==> config.mk <==
export PLATFORM = sky130hd
export DESIGN_NAME = sync_checksum_frame_link
export DESIGN_NICKNAME = d
export VERILOG_FILES = /design/src/scfl_pkg.sv /design/src/sync_checksum_frame_link.sv
export SDC_FILE = /design/constraint.sdc
export NUM_CORES = 1
export LEC_CHECK = 0
export BUFFER_PORTS_ARGS = -buffer_cell sky130_fd_sc_hd__buf_4
export CORE_MARGIN = 8
export CORE_UTILIZATION = 59
export CTS_BUF_LIST = sky130_fd_sc_hd__clkbuf_16
export DETAILED_ROUTE_END_ITERATION = 16
export HOLD_SLACK_MARGIN = 0.06
export PLACE_DENSITY = 0.88
export SKIP_LAST_GASP = 1
export SLEW_MARGIN = 20
export SYNTH_ARGS = -nofsm -noshare
export SYNTH_HDL_FRONTEND = slang
export SYNTH_SLANG_ARGS = --single-unit
==> constraint.sdc <==
create_clock -name clk -period 5.15 [get_ports clk]
set_input_delay 0.2575 -clock clk [delete_from_list [all_inputs] [get_ports clk]]
set_output_delay 0.2575 -clock clk [all_outputs]
set_load 0.01 [all_outputs]
==> src/scfl_pkg.sv <==
package scfl_pkg;

  // Fixed byte values on the line.
  localparam logic [7:0] SYNC_BYTE = 8'h36;
  localparam logic [7:0] BROADCAST = 8'hFF;
  localparam logic [7:0] ZERO_BYTE = 8'h00;

  // Default frame length in bytes (legal range 5 to 8).
  localparam int FRAME_LEN_DEF = 7;

  // Positions within a frame.
  localparam logic [2:0] POS_SYNC   = 3'd0;
  localparam logic [2:0] POS_SRC    = 3'd1;
  localparam logic [2:0] POS_TGT    = 3'd2;
  localparam logic [2:0] POS_CMD    = 3'd3;
  localparam logic [2:0] POS_SUM    = 3'd4;

  // Configuration register map.
  localparam int CFG_IDX_W = 2;
  localparam logic [CFG_IDX_W-1:0] CFG_OWN_ID     = 2'd0;
  localparam logic [CFG_IDX_W-1:0] CFG_INTER_CALL = 2'd1;

  typedef enum logic [1:0] {
    OP_RX_BYTE = 2'd0,
    OP_TIMEOUT = 2'd1,
    OP_SEND    = 2'd2
  } op_t;

  typedef enum logic [1:0] {
    ST_ACCEPTED   = 2'd0,
    ST_BAD_SUM    = 2'd1,
    ST_OWN_ECHO   = 2'd2,
    ST_NOT_ADDRSD = 2'd3
  } status_t;

  typedef enum logic {
    KIND_TX     = 1'b0,
    KIND_REPORT = 1'b1
  } kind_t;

endpackage

==> src/sync_checksum_frame_link.sv <==
// Link layer for short fixed-length byte frames: sync 0x36, source, target,
// command, checksum (sum of the three preceding bytes modulo 256) and 0xFF
// trailer bytes up to FRAME_LEN.
// Input channel (in_valid / in_stall): each request is one operation: a
// received line byte, a reception timeout, or a request to send a frame.
// Result channel (out_valid / out_stall): transmit bytes (kind 0), in line
// order, and received-frame reports (kind 1); last marks the final result of
// the request that caused them.
// Configuration channel (cfg_valid / cfg_ready): own station number and the
// intercom call code; cfg_ready is always high, writes are to go in while
// idle, which the block does not enforce. A request waits in an input
// register until no frame is being sent and a result slot is free or not
// needed. Byte and timeout requests are taken one per cycle under those
// conditions; a send emits FRAME_LEN bytes, one per cycle while out_stall is
// low, and a request behind it is stalled until the last byte is in the
// result register. Reset clears the receiver to waiting for sync, the
// remembered sent command to zero and both configuration registers to zero.
// When the receiver stalls, the result register holds its contents and a
// request needing a result slot holds in_stall high until a slot frees.
module sync_checksum_frame_link #(
  parameter int FRAME_LEN = scfl_pkg::FRAME_LEN_DEF
) (
  input  logic                           clk,
  input  logic                           rst_n,

  input  logic                           in_valid,
  output logic                           in_stall,
  input  logic [1:0]                     in_operation,
  input  logic [7:0]                     in_rx_byte,
  input  logic [7:0]                     in_send_target,
  input  logic [7:0]                     in_send_command,

  output logic                           out_valid,
  input  logic                           out_stall,
  output logic                           out_kind,
  output logic [1:0]                     out_status,
  output logic [7:0]                     out_source_id,
  output logic [7:0]                     out_target_id,
  output logic [7:0]                     out_command,
  output logic [7:0]                     out_tx_byte,
  output logic                           out_last,

  input  logic                           cfg_valid,
  output logic                           cfg_ready,
  input  logic [scfl_pkg::CFG_IDX_W-1:0] cfg_index,
  input  logic [7:0]                     cfg_data
);
  import scfl_pkg::*;

  localparam logic [2:0] LAST_POS = 3'(FRAME_LEN - 1);
  localparam logic [3:0] LEN4     = 4'(FRAME_LEN);

  // Configuration registers.
  logic [2:0] own_id_r;
  logic [7:0] inter_call_r;

  // Input register.
  logic       ir_valid_r;
  logic [1:0] ir_op_r;
  logic [7:0] ir_rx_r;
  logic [7:0] ir_tgt_r;
  logic [7:0] ir_cmd_r;

  // Receiver and echo state.
  logic       receiving_r, receiving_nxt;
  logic [2:0] byte_idx_r, byte_idx_nxt;
  logic [7:0] frame_r [4];
  logic [7:0] frame_nxt [4];
  logic [7:0] last_cmd_r, last_cmd_nxt;

  // Transmit sequencer.
  logic       tx_busy_r;
  logic [2:0] tx_idx_r;
  logic [7:0] tx_src_r;
  logic [7:0] tx_tgt_r;
  logic [7:0] tx_cmd_r;
  logic [7:0] tx_sum_r;
  logic [7:0] tx_byte_sel;

  // Result register.
  logic       out_valid_r;
  logic       out_kind_r;
  logic [1:0] out_status_r;
  logic [7:0] out_src_r;
  logic [7:0] out_tgt_r;
  logic [7:0] out_cmd_r;
  logic [7:0] out_tx_r;
  logic       out_last_r;

  logic       slot_free;
  logic       proc_go;
  logic       produces;
  logic       frame_done;
  status_t    status_c;
  logic [7:0] sum_c;
  logic [7:0] own_addr;
  logic [7:0] send_sum;
  logic [1:0] store_idx;

  assign cfg_ready = 1'b1;
  assign own_addr  = {5'd0, own_id_r} + 8'd1;
  assign send_sum  = own_addr + ir_tgt_r + ir_cmd_r;
  assign store_idx = 2'(byte_idx_r - 3'd1);

  // The result register can take a new result when it is empty or being
  // drained in this cycle.
  assign slot_free = !out_valid_r || !out_stall;

  // Receiver: next state of the frame parser for the request held in the
  // input register. Applied only when the request is processed.
  always_comb begin
    receiving_nxt = receiving_r;
    byte_idx_nxt  = byte_idx_r;
    last_cmd_nxt  = last_cmd_r;
    frame_done    = 1'b0;
    produces      = 1'b0;
    for (int i = 0; i < 4; i++) begin
      frame_nxt[i] = frame_r[i];
    end
    case (op_t'(ir_op_r))
      OP_RX_BYTE: begin
        if (!receiving_r) begin
          if (ir_rx_r == SYNC_BYTE) begin
            receiving_nxt = 1'b1;
            byte_idx_nxt  = POS_SRC;
          end
        end else if (ir_rx_r == SYNC_BYTE) begin
          byte_idx_nxt = POS_SRC;
        end else if (ir_rx_r != ZERO_BYTE) begin
          if (byte_idx_r >= POS_SRC && byte_idx_r <= POS_SUM) begin
            frame_nxt[store_idx] = ir_rx_r;
          end
          if (({1'b0, byte_idx_r} + 4'd1) >= LEN4) begin
            frame_done    = 1'b1;
            produces      = 1'b1;
            receiving_nxt = 1'b0;
            byte_idx_nxt  = POS_SYNC;
          end else begin
            byte_idx_nxt = byte_idx_r + 3'd1;
          end
        end
      end
      OP_TIMEOUT: begin
        receiving_nxt = 1'b0;
        byte_idx_nxt  = POS_SYNC;
      end
      OP_SEND: begin
        produces      = 1'b1;
        last_cmd_nxt  = ir_cmd_r;
        receiving_nxt = 1'b0;
        byte_idx_nxt  = POS_SYNC;
      end
      default: begin
      end
    endcase

    // Frame verdict, taken from the store including the byte just written.
    sum_c    = frame_nxt[0] + frame_nxt[1] + frame_nxt[2];
    status_c = ST_NOT_ADDRSD;
    if (frame_nxt[3] != sum_c) begin
      status_c = ST_BAD_SUM;
    end else if (frame_nxt[2] == last_cmd_r) begin
      status_c = ST_OWN_ECHO;
      if (frame_done) begin
        last_cmd_nxt = ZERO_BYTE;
      end
    end else if (frame_nxt[1] == BROADCAST || frame_nxt[1] == own_addr ||
                 frame_nxt[2] == inter_call_r) begin
      status_c = ST_ACCEPTED;
    end
  end

  // A request without results needs no result slot; nothing is processed
  // while a frame is still being transmitted.
  assign proc_go  = ir_valid_r && !tx_busy_r && (slot_free || !produces);
  assign in_stall = ir_valid_r && !proc_go;

  always_comb begin
    case (tx_idx_r)
      POS_SYNC: tx_byte_sel = SYNC_BYTE;
      POS_SRC:  tx_byte_sel = tx_src_r;
      POS_TGT:  tx_byte_sel = tx_tgt_r;
      POS_CMD:  tx_byte_sel = tx_cmd_r;
      POS_SUM:  tx_byte_sel = tx_sum_r;
      default:  tx_byte_sel = BROADCAST;
    endcase
  end

  // Control state.
  always_ff @(posedge clk) begin
    if (!rst_n) begin
      own_id_r     <= 3'd0;
      inter_call_r <= 8'd0;
      ir_valid_r   <= 1'b0;
      receiving_r  <= 1'b0;
      byte_idx_r   <= POS_SYNC;
      last_cmd_r   <= 8'd0;
      tx_busy_r    <= 1'b0;
      tx_idx_r     <= POS_SYNC;
      out_valid_r  <= 1'b0;
    end else begin
      if (cfg_valid && cfg_ready) begin
        case (cfg_index)
          CFG_OWN_ID:     own_id_r     <= cfg_data[2:0];
          CFG_INTER_CALL: inter_call_r <= cfg_data;
          default: begin
          end
        endcase
      end

      if (in_valid && !in_stall) begin
        ir_valid_r <= 1'b1;
      end else if (proc_go) begin
        ir_valid_r <= 1'b0;
      end

      if (proc_go) begin
        receiving_r <= receiving_nxt;
        byte_idx_r  <= byte_idx_nxt;
        last_cmd_r  <= last_cmd_nxt;
      end

      if (tx_busy_r && slot_free) begin
        tx_idx_r <= tx_idx_r + 3'd1;
        if (tx_idx_r == LAST_POS) begin
          tx_busy_r <= 1'b0;
        end
      end else if (proc_go && op_t'(ir_op_r) == OP_SEND) begin
        tx_busy_r <= 1'b1;
        tx_idx_r  <= POS_SRC;
      end

      if ((tx_busy_r && slot_free) || (proc_go && produces)) begin
        out_valid_r <= 1'b1;
      end else if (!out_stall) begin
        out_valid_r <= 1'b0;
      end
    end
  end

  // Payload registers.
  always_ff @(posedge clk) begin
    if (in_valid && !in_stall) begin
      ir_op_r  <= in_operation;
      ir_rx_r  <= in_rx_byte;
      ir_tgt_r <= in_send_target;
      ir_cmd_r <= in_send_command;
    end

    if (proc_go) begin
      for (int i = 0; i < 4; i++) begin
        frame_r[i] <= frame_nxt[i];
      end
    end

    if (proc_go && op_t'(ir_op_r) == OP_SEND) begin
      tx_src_r <= own_addr;
      tx_tgt_r <= ir_tgt_r;
      tx_cmd_r <= ir_cmd_r;
      tx_sum_r <= send_sum;
    end

    if (tx_busy_r && slot_free) begin
      out_kind_r   <= KIND_TX;
      out_status_r <= ST_ACCEPTED;
      out_src_r    <= 8'd0;
      out_tgt_r    <= 8'd0;
      out_cmd_r    <= 8'd0;
      out_tx_r     <= tx_byte_sel;
      out_last_r   <= (tx_idx_r == LAST_POS);
    end else if (proc_go && produces) begin
      if (frame_done) begin
        out_kind_r   <= KIND_REPORT;
        out_status_r <= status_c;
        out_src_r    <= frame_nxt[0];
        out_tgt_r    <= frame_nxt[1];
        out_cmd_r    <= frame_nxt[2];
        out_tx_r     <= 8'd0;
        out_last_r   <= 1'b1;
      end else begin
        // First byte of a send: the sync byte.
        out_kind_r   <= KIND_TX;
        out_status_r <= ST_ACCEPTED;
        out_src_r    <= 8'd0;
        out_tgt_r    <= 8'd0;
        out_cmd_r    <= 8'd0;
        out_tx_r     <= SYNC_BYTE;
        out_last_r   <= 1'b0;
      end
    end
  end

  assign out_valid     = out_valid_r;
  assign out_kind      = out_kind_r;
  assign out_status    = out_status_r;
  assign out_source_id = out_src_r;
  assign out_target_id = out_tgt_r;
  assign out_command   = out_cmd_r;
  assign out_tx_byte   = out_tx_r;
  assign out_last      = out_last_r;

endmodule

## After elaboration in Yosys (flattened, before gate mapping)

Memories as Yosys holds them, arrays and structs flattened.
Cells that the tools add are included.

| storage, ports and cells | value |
|---|---|
| register bits | 123 |
| memory bits (writable) | 32 |
| input port bits | 41 |
| output and inout bits | 39 |
| word-level logic and storage cells | 147 |
| memories | 1 |

| operators by class | value |
|---|---|
| $add $sub $neg | 9 |
| $lt $le $gt $ge | 5 |
| equal/unequal tests | 18 |
| multiplexer cells | 55 |
| bitwise operators | 1 |
| reduce and logical (&&, ||, !) cells | 34 |

Memory list:

| name | words | width | read ports | clocked after Yosys merged registers in | wr ports | line | text |
|---|---|---|---|---|---|---|---|
| frame_r | 4 | 8 | 4 | 0 | 4 | sync_checksum_frame_link.sv:67 | `logic [7:0] frame_r [4];` |

Operator list:

| cell | number |
|---|---|
| $mux 32 | 5 |
| $mux 8 | 10 |
| $pmux 8 s5 | 1 |
| $bwmux 32 | 1 |
| $add 8x8->8 | 3 |
| $mux 1 | 22 |
| $mux 3 | 7 |
| $demux 8 s2 | 1 |
| $eq 8x8->1 | 2 |
| $logic_and 1x1->1 | 9 |
| $add 3x1->4 const B | 2 |
| $add 4x8->8 | 1 |
| $eq 8x4->1 | 1 |
| $eq 8x6->1 const B | 1 |
| $eq 8x8->1 const B | 1 |
| $mux 2 | 4 |
| $ne 8x8->1 | 1 |
| $reduce_and 2->1 | 4 |
| $reduce_bool 2->1 | 4 |
| $reduce_bool 8->1 | 1 |
| $add 3x1->3 const B | 2 |
| $eq 3x2->1 const B | 2 |
| $eq 3x3->1 const B | 2 |
| $logic_not 1->1 | 6 |
| 21 further kinds | 29 |

## Longest topological paths before layout

Gate-level depths: netlist (run 1).

| logic depth | value |
|---|---|
| word-level depth | 19 |
| gate-level depth with buffers | 21 |
| depth with buffers taken out | 19 |

## Least setup slack after synthesis (run 1)

OpenSTA, ideal clock, no wires.

| timing | value |
|---|---|
| path type | reg-to-reg |
| start point | register byte_idx_r[1] |
| end point | register last_cmd_r[1] |
| library setup time | 0.115 ns |
| arrival time | 4.292 ns |
| required time | 5.035 ns |
| path slack | 0.743 ns |
| stages on the path, launching flop included | 21 |
| buffers on the path | 1 |
| period minus slack after synthesis | 4.407 ns |
| path through | dfxtp_1 -> inv_1 -> ha_1 -> or3_4 -> and4_1 -> clkbuf_1 -> nand3_1 -> and2_1 -> inv_1 -> fa_1 -> ha_1 -> inv_1 -> fa_1 -> nand2b_1 -> o2bb2ai_1 -> xnor3_1 -> o32ai_1 -> nand2_1 -> and4bb_1 -> a31oi_4 -> and2_1 |

RTL lines:

| what | line | text |
|---|---|---|
| start: declaration | sync_checksum_frame_link.sv:66 | `logic [2:0] byte_idx_r, byte_idx_nxt;` |
| start signal: assignment | sync_checksum_frame_link.sv:219 | `byte_idx_r <= byte_idx_nxt;` |
| end signal: assignment | sync_checksum_frame_link.sv:220 | `last_cmd_r <= last_cmd_nxt;` |
| end: declaration | sync_checksum_frame_link.sv:69 | `logic [7:0] last_cmd_r, last_cmd_nxt;` |

## Worst setup path in the final report (run 1)

| timing | value |
|---|---|
| start point | register byte_idx_r[0] |
| end point | register last_cmd_r[1] |

| between the ends | value |
|---|---|
| longest elaborated chain between the ends | 16 |
| elaborated cells between the ends (all ways) | 34 |
| those cells by class | add/sub: 4; order compare: 5; eq/ne: 2; mux: 17; bitwise: 1; reduce/logical: 5 |

Ends and longest elaborated chain:

| what | line | text |
|---|---|---|
| $sub 2x1->2 | sync_checksum_frame_link.sv:103 | `assign store_idx = 2'(byte_idx_r - 3'd1);` |
| $not 2->3 (implied by the code) | sync_checksum_frame_link.sv:131 | `frame_nxt[store_idx] = ir_rx_r;` |
| $ge 3x3->1 (implied by the code) / $lt 3x1->1 (equally long branches) | sync_checksum_frame_link.sv:131 |  |
| $logic_and 1x1->1 (implied by the code) | sync_checksum_frame_link.sv:131 |  |
| $mux 8 (implied by the code) | sync_checksum_frame_link.sv:131 |  |
| $demux 8 s2 | sync_checksum_frame_link.sv:131 |  |
| $bwmux 32 | sync_checksum_frame_link.sv:131 |  |
| $mux 32 | sync_checksum_frame_link.sv:130 | `if (byte_idx_r >= POS_SRC && byte_idx_r <= POS_SUM) begin` |
| $mux 32 | sync_checksum_frame_link.sv:129 | `end else if (ir_rx_r != ZERO_BYTE) begin` |
| $mux 32 | sync_checksum_frame_link.sv:127 | `end else if (ir_rx_r == SYNC_BYTE) begin` |
| $mux 32 | sync_checksum_frame_link.sv:122 | `if (!receiving_r) begin` |
| $mux 32 | sync_checksum_frame_link.sv:120 | `case (op_t'(ir_op_r))` |
| $add 8x8->8 (2 in a row) | sync_checksum_frame_link.sv:158 | `sum_c = frame_nxt[0] + frame_nxt[1] + frame_nxt[2];` |
| $ne 8x8->1 | sync_checksum_frame_link.sv:160 | `if (frame_nxt[3] != sum_c) begin` |
| $mux 8 | sync_checksum_frame_link.sv:160 |  |

Several ways; a longest one is shown, not always the timed one.
A chain may end at the register's enable or synchronous reset.

==> results of run 1 <==
[logic make-up after synthesis]
family	synth area share [%]
AOI/OAI and AO/OA	12.8
xor gates and xnor gates	4.96
adders and majority gates	8.45
buffers and inverters	4.57
DFF	52.8
muxes	3.84
other	0.0498
and+or+nand+nor	12.5
[final timing paths]
path              depth (start not counted)  slack [ns]              from          endpoint
setup / recovery                         17        0.36     byte_idx_r[0]     last_cmd_r[1]
hold / removal                            3        0.07       cfg_data[5]   inter_call_r[5]
setup reg to reg                         17        0.36     byte_idx_r[0]     last_cmd_r[1]
hold reg to reg                           2        0.46  out_source_id[6]  out_source_id[6]
[timing repair]
action | CTS | global route
setup buffers | 0 | 1
endpoints found under the setup margin | 0 | 8
gates resized for setup | 0 | 1
endpoints found under the hold margin | 29 | 0
hold buffers | 30 | 0
[power by group]
group | leakage (nW) | switching [mW] | internal, mW | total (mW)
Clock | 0.279 | 0.516 | 0.647 | 1.16
Sequential | 1.29 | 0.0306 | 1.34 | 1.37
Combinational | 2.07 | 0.146 | 0.126 | 0.272
Total | 3.64 | 0.693 | 2.11 | 2.80
[worst register-to-register path, stage by stage, from the launching register on]
cell       delay [ns]
dfxtp_1          0.43
inv_1            0.13
ha_1             0.20
nand2b_1         0.24
and3_1           0.27
and2_1           0.18
buf_4            0.17
mux2i_1          0.33
fa_1             0.54
fa_1             0.48
nand2b_1         0.16
o2bb2ai_1        0.18
xnor3_1          0.21
o32ai_1          0.31
nand2_1          0.09
and4bb_1         0.40
a31oi_4          0.16
and2_1           0.21
[flip-flops by register name (all words and copies together), names as in the netlist, 4 cells and up]
signal / flops
tx_cmd_r: 8
ir_rx_r: 8
out_command: 8
out_tx_byte: 8
last_cmd_r: 8
tx_tgt_r: 8
inter_call_r: 8
out_source_id: 8
tx_src_r: 4
tx_sum_r: 8
ir_tgt_r: 8
ir_cmd_r: 8
frame_r: 32
out_target_id: 8
[metal layers]
layer	track usage, %	wire length, microns
met5	2.16	50
met4	13.9	901
met3	7.24	1830
met2	40.4	9510
met1	30.1	7680
[cells in the final DEF (no fill, tap or decap), drive strengths merged, types with 13 or more instances in the layout]
cell type	Yosys	layout
fa	13	13
nand2	61	61
ha	30	30
a21oi	26	26
dlygate4sd3	0	30
nor2	26	26
nand3	19	19
o21ai	34	34
edfxtp	95	95
mux2i	24	24
inv	56	63
and2	15	15
dfxtp	56	56
xnor2	24	24
clkbuf	12	18
buf	12	90
[area by class of cell]
class                           instances  area [sq um]  share of cell area [%]
Sequential cell                       151          3980                    43.5
Multi-Input combinational cell        418          3210                    35.1
Timing Repair Buffer                  120           976                    10.7
Clock buffer                           18           450                    4.93
Tap cell                              172           215                    2.36
Inverter                               56           210                    2.30
Clock inverter                         14          98.8                    1.08
[metrics by stage]
stage / setup slack (ns) / util, %
finish: 0.358 / 73.0
global route: 0.0170 / 73.0
CTS: 0.282 / 72.9
detailed placement: 0.336 / 66.1
global placement: 0.504 / 66.1
floorplan: 0.743 / -
==> summary.txt, run 1 <==
Yosys
  – Syn nets: 733
  – Seq/Total Area, Yosys: 52.8%
  – Most common cell in the netlist: edfxtp_1
  – Syn_area_per_cell: 11.6 sq um
  – Synthesized instance count: 649
  – Commonest cells in the synthesized netlist: edfxtp_1, nand2_1, dfxtp_1, inv_1, ha_1
  – Seq cells post-synth: 151
  – Main flop type after synthesis: edfxtp_1
  – YS warnings: 0
  – Cell taking the most area after synthesis: edfxtp_1
  – FFs w/ async S/R, synth: 0%
  – Synthesized area: 7520 sq um
  – Ranking of synthesized cells by area: edfxtp_1, dfxtp_1, ha_1, fa_1, mux2i_1
  – Post-synth EDFFs: 95
  – Share of the synthesized area in the top cell type: 37.9%
  – Yosys cell types: 77

Die
  – Std cell rows: 41
  – Core ar.: 12500 sq um
  – Initial core utilization: 60.1%
  – Die H: 129 microns
  – Die extent in x: 129 microns
  – Die area: 16600 sq um
  – Num ports: 80

Flow run
  – Max Cap Viol: 0

Timing
  – Setup tns final: 0 ns
  – Slew HR: 28.4%
  – Pins Over Slew Limit: 0
  – Final setup fails: 0
  – RSZ-0062 raised after global routing: no
  – Slew at the pin closest to its max-slew limit: 1.07 ns
  – Clock skew after layout: 0.00859 ns
  – Tcrit/Tclk final: 93.0%
  – Max Clk Rate: 0.209 GHz
  – Minimum clock period: 4.79 ns
  – WHS: 0.0743 ns
  – Final Hold Vio Count: 0

Place
  – I/O Buffers: 78
  – Gpl congestion: 0.943
  – Placed insts: 886
  – DP HPWL: 13800 microns
  – Placed Area: 8280 sq um

Layout
  – Non-Filler Instances: 949
  – Layout cells sized above 1: 19.0%
  – Inserted Diodes: 0
  – Design Area, Final: 9130 sq um
  – Fill count: 818
  – Area delta synth->final: 21.4%
  – Nets@finish: 848

Power and ir drop
  – Static leakage: 3.64 nW
  – P per Cell Area: 307 nW/um^2
  – Maximum vdd drop: 0.000216 V
  – PnR Total Power: 2.80 mW

Setup path
  – Crit Path Category: reg -> reg
  – Worst path required time: 5.47 ns
  – Crit path launch type: flop
  – CP max stage delay: 0.54 ns
  – Crit path cell chain: inv_1 > ha_1 > nand2b_1 > and3_1 > and2_1 > buf_4 > mux2i_1 > fa_1 > fa_1 > nand2b_1 > o2bb2ai_1 > xnor3_1 > o32ai_1 > nand2_1 > and4bb_1 > a31oi_4 > and2_1
  – Crit-path leading delay family: simple AND/OR/NAND/NOR gates
  – Crit end category: flop
  – Worst Path Buf+Inv: 2
  – Critical path's slowest cell: fa_1
  – Critical path fanouts, max: 8
  – CP arrival: 5.11 ns

Status
  – Status: finished clean

Clock network
  – Clock root cell: clkbuf_16
  – Clock transition at path regs: 0.07 ns
  – Max clock buf depth: 2
  – Clk sinks: 151
  – CTS H-Tree Depth: 4
  – CTS tree: yes
  – Worst-skew pair later-pin latency: 0.43 ns
  – CTS buffer count: 17

Route
  – Residual DRC: 0
  – Detailed Routing Iterations Pass 1: 8
  – Final wirelength: 20000 microns
  – Detail Route Antenna Nets: 0
  – Avg WL per Cell: 21.0 microns
  – DRT iter0 DRCs: 713
  – Routed vias: 5699
  – Drt via density: 6.01

Global route
  – Largest net degree at the start of global routing: 33
  – GRT Util Overall: 25.3%
  – Vias in the first global route: 5911
  – First-pass GRT wire length: 31600 microns
  – Grt total ovfl: 0
  – Initial antenna violation count: 0

Worst hold path
  – HP Class: in -> reg
Note: power is estimated with default switching activity, not from simulation.
==> run 2: changes to the inputs <==
- BUFFER_PORTS_ARGS: -buffer_cell sky130_fd_sc_hd__buf_4 -> unset
- CORE_UTILIZATION: 59 -> 60
- DONT_BUFFER_PORTS: unset -> 1
- PLACE_DENSITY: 0.88 -> 0.84
- REMOVE_ABC_BUFFERS: unset -> 1
==> summary.txt, run 2 (synthesized netlist as in run 1, its figures left out) <==
Power and ir drop
  – PnR Total Power: 2.81 mW (+0.45%)
  – Static leakage: 3.28 nW (-9.8%)
  – Maximum vdd drop: 0.000244 V (+13%)
  – P per Cell Area: 326 nW/um^2 (+6.4%)

Setup path
  – R2R Setup Slk: 0.28 ns (-0.07 ns)
  – CP max stage delay: 0.53 ns (about the same)
  – Levels on crit path: 18 (+1)
  – End of the critical path: last_cmd_r[5]
  – R2r endpoint: last_cmd_r[5]
  – Reg2reg start: ir_op_r[1]
  – CP arrival: 5.17 ns (+0.06 ns)
  – Crit path cell chain: inv_1 > ha_1 > and2_1 > nand4_2 > o21ai_0 > nand2_1 > fa_1 > ha_1 > inv_1 > fa_1 > nand2b_1 > o2bb2ai_1 > xnor3_1 > o32ai_1 > nand2_1 > and4bb_1 > a31oi_4 > nor2b_1
  – Critical path fanouts, max: 8 (unchanged)
  – Critical path's slowest cell: fa_1
  – Crit end category: flop
  – Crit-path leading delay family: simple AND/OR/NAND/NOR gates
  – Crit path launch type: flop
  – Worst Path Buf+Inv: 2 (unchanged)
  – Crit Path Category: reg -> reg
  – Critical Path Source: ir_op_r[1]
  – Worst path required time: 5.46 ns (about the same)
  – Worst r2r path cells: 18 (+1)

Global route
  – Largest net degree at the start of global routing: 33 (unchanged)
  – Vias in the first global route: 5420 (-8.3%)
  – Initial antenna violation count: 0 (unchanged)
  – GRT Util Overall: 24.0% (-1.2 points)
  – Grt total ovfl: 0 (unchanged)
  – First-pass GRT wire length: 29600 microns (-6.4%)

Die
  – Core ar.: 12400 sq um (-0.82%)
  – Initial core utilization: 60.6% (+0.50 points)
  – Die area: 16400 sq um (-1.5%)
  – Die H: 128 microns (-0.73%)
  – Die extent in x: 128 microns (-0.73%)
  – Std cell rows: 41 (unchanged)
  – Num ports: 80 (unchanged)

Clock network
  – CTS tree: yes
  – CTS H-Tree Depth: 4 (unchanged)
  – Max clock buf depth: 2 (unchanged)
  – Clock transition at path regs: 0.06 ns (about the same)
  – CTS buffer count: 17 (unchanged)
  – Clock root cell: clkbuf_16
  – Clk sinks: 151 (unchanged)
  – Worst-skew pair later-pin latency: 0.43 ns (about the same)

Route
  – Detailed Routing Iterations Pass 1: 6 (-2)
  – Residual DRC: 0 (unchanged)
  – Drt via density: 6.29 (+4.7%)
  – Final wirelength: 19300 microns (-3.4%)
  – Routed vias: 5512 (-3.3%)
  – Avg WL per Cell: 22.0 microns (+4.5%)
  – Detail Route Antenna Nets: 0 (unchanged)
  – DRT iter0 DRCs: 771 (+8.1%)

Layout
  – Area delta synth->final: 14.6%
  – Most common cell after layout, fill and taps aside: edfxtp_1
  – Largest register FFs: 32 (unchanged)
  – Most frequent cells in the layout: edfxtp_1, nand2_1, inv_1, dfxtp_1, dlygate4sd3_1
  – Inserted Diodes: 0 (unchanged)
  – Fill count: 852 (+4.2%)
  – Core Util, Final: 69.4% (-3.5 points)
  – Biggest register: frame_r
  – Nets@finish: 776 (-8.5%)
  – Non-Filler Instances: 877 (-7.6%)
  – Layout cells sized above 1: 9.93% (-9.1 points)

Status
  – Status: finished clean

Timing
  – Slew HR: 25.3% (-3.1 points)
  – Tcrit/Tclk final: 94.5% (+1.4 points)
  – Setup tns final: 0 ns (unchanged)
  – Minimum clock period: 4.87 ns (+0.0733 ns)
  – Clock skew after layout: 0.00724 ns (-0.00135 ns)
  – Slew at the pin closest to its max-slew limit: 1.12 ns (+0.0464 ns)
  – RSZ-0062 raised after global routing: no
  – Final setup fails: 0 (unchanged)
  – Setup WS post-layout: 0.285 ns (-0.0733 ns)
  – Max Clk Rate: 0.206 GHz (-1.5%)
  – Pins Over Slew Limit: 0 (unchanged)
  – Final Hold Vio Count: 0 (unchanged)

Place
  – Placed insts: 809 (-8.7%)
  – DP HPWL: 13000 microns (-6.0%)
  – I/O Buffers: 0 (-100%)
  – Gpl congestion: 0.926 (-1.8%)
  – Setup WS pre-CTS: 0.279 ns (-0.0570 ns)

Worst hold path
  – HP Class: in -> reg

Flow run
  – Max Cap Viol: 0 (unchanged)
## run 2: cell types whose count changed in the layout (fill, tap and decap cells not counted), sizes merged
cell	previous run	this run
buf	90	12
bufinv	0	2
clkbuf	18	17
clkinv	7	10
dlygate4sd3	30	36
inv	63	59
## run 2: how the worst min path moves through the flow
stage | from | end | slack (ns) | depth (start not counted)
after floorplan | in_send_command[0] | ir_cmd_r[0] | 0.36 | 0
after global placement | in_send_target[4] | ir_tgt_r[4] | 0.36 | 0
after detailed placement | in_send_command[5] | ir_cmd_r[5] | 0.36 | 0
after CTS | cfg_index[0] | own_id_r[2] | 0.15 | 3
after global routing | cfg_index[0] | own_id_r[2] | 0.17 | 3
final | cfg_index[0] | own_id_r[2] | 0.16 | 3
## run 2: tightest hold or removal path: cells and delay by family
| kind | cells | cell delay, ns |
|---|---|---|
| multiplexers | 1 | 0.14 |
| AND/OR/NAND/NOR | 2 | 0.16 |
## run 2: cell type report
cell class,count,area [sq um],area share (%)
clock buffer,17,425,4.93
timing repair buffer,48,450,5.22
tap,172,215,2.50
sequential,151,3980,46.1
multi-input combinational,418,3210,37.2
clock inverter,15,136,1.58
inverter,56,210,2.44
## run 2: metrics by stage
stage | cell area, sq um | hold WS, ns
floorplan | 7390 | 0.356
global placement | 7700 | 0.356
detailed placement | 7700 | 0.356
CTS | 8620 | 0.149
global route | 8620 | 0.166
finish | 8620 | 0.160
## run 2: metal layers
layer  GRT usage (%)  share of wire, %  vias to the layer above
li1                -                 -                     2427
met1            29.5                39                     2664
met2            38.0                47                      353
met3            6.53               9.8                       68
met4            13.1               4.3                        0
met5               0                 0                        -
## run 2: power by group
group / total, mW / switching (mW) / internal [mW]
sequential: 1.37 / 0.0346 / 1.34
clock: 1.20 / 0.494 / 0.705
combinational: 0.244 / 0.139 / 0.106
## run 2: what timing repair did
item,in CTS,in global routing
buffers inserted,0,0
hold buffers,36,0
endpoints found under the hold margin,38,0
resized for setup,0,2
setup endpoints to repair,0,8
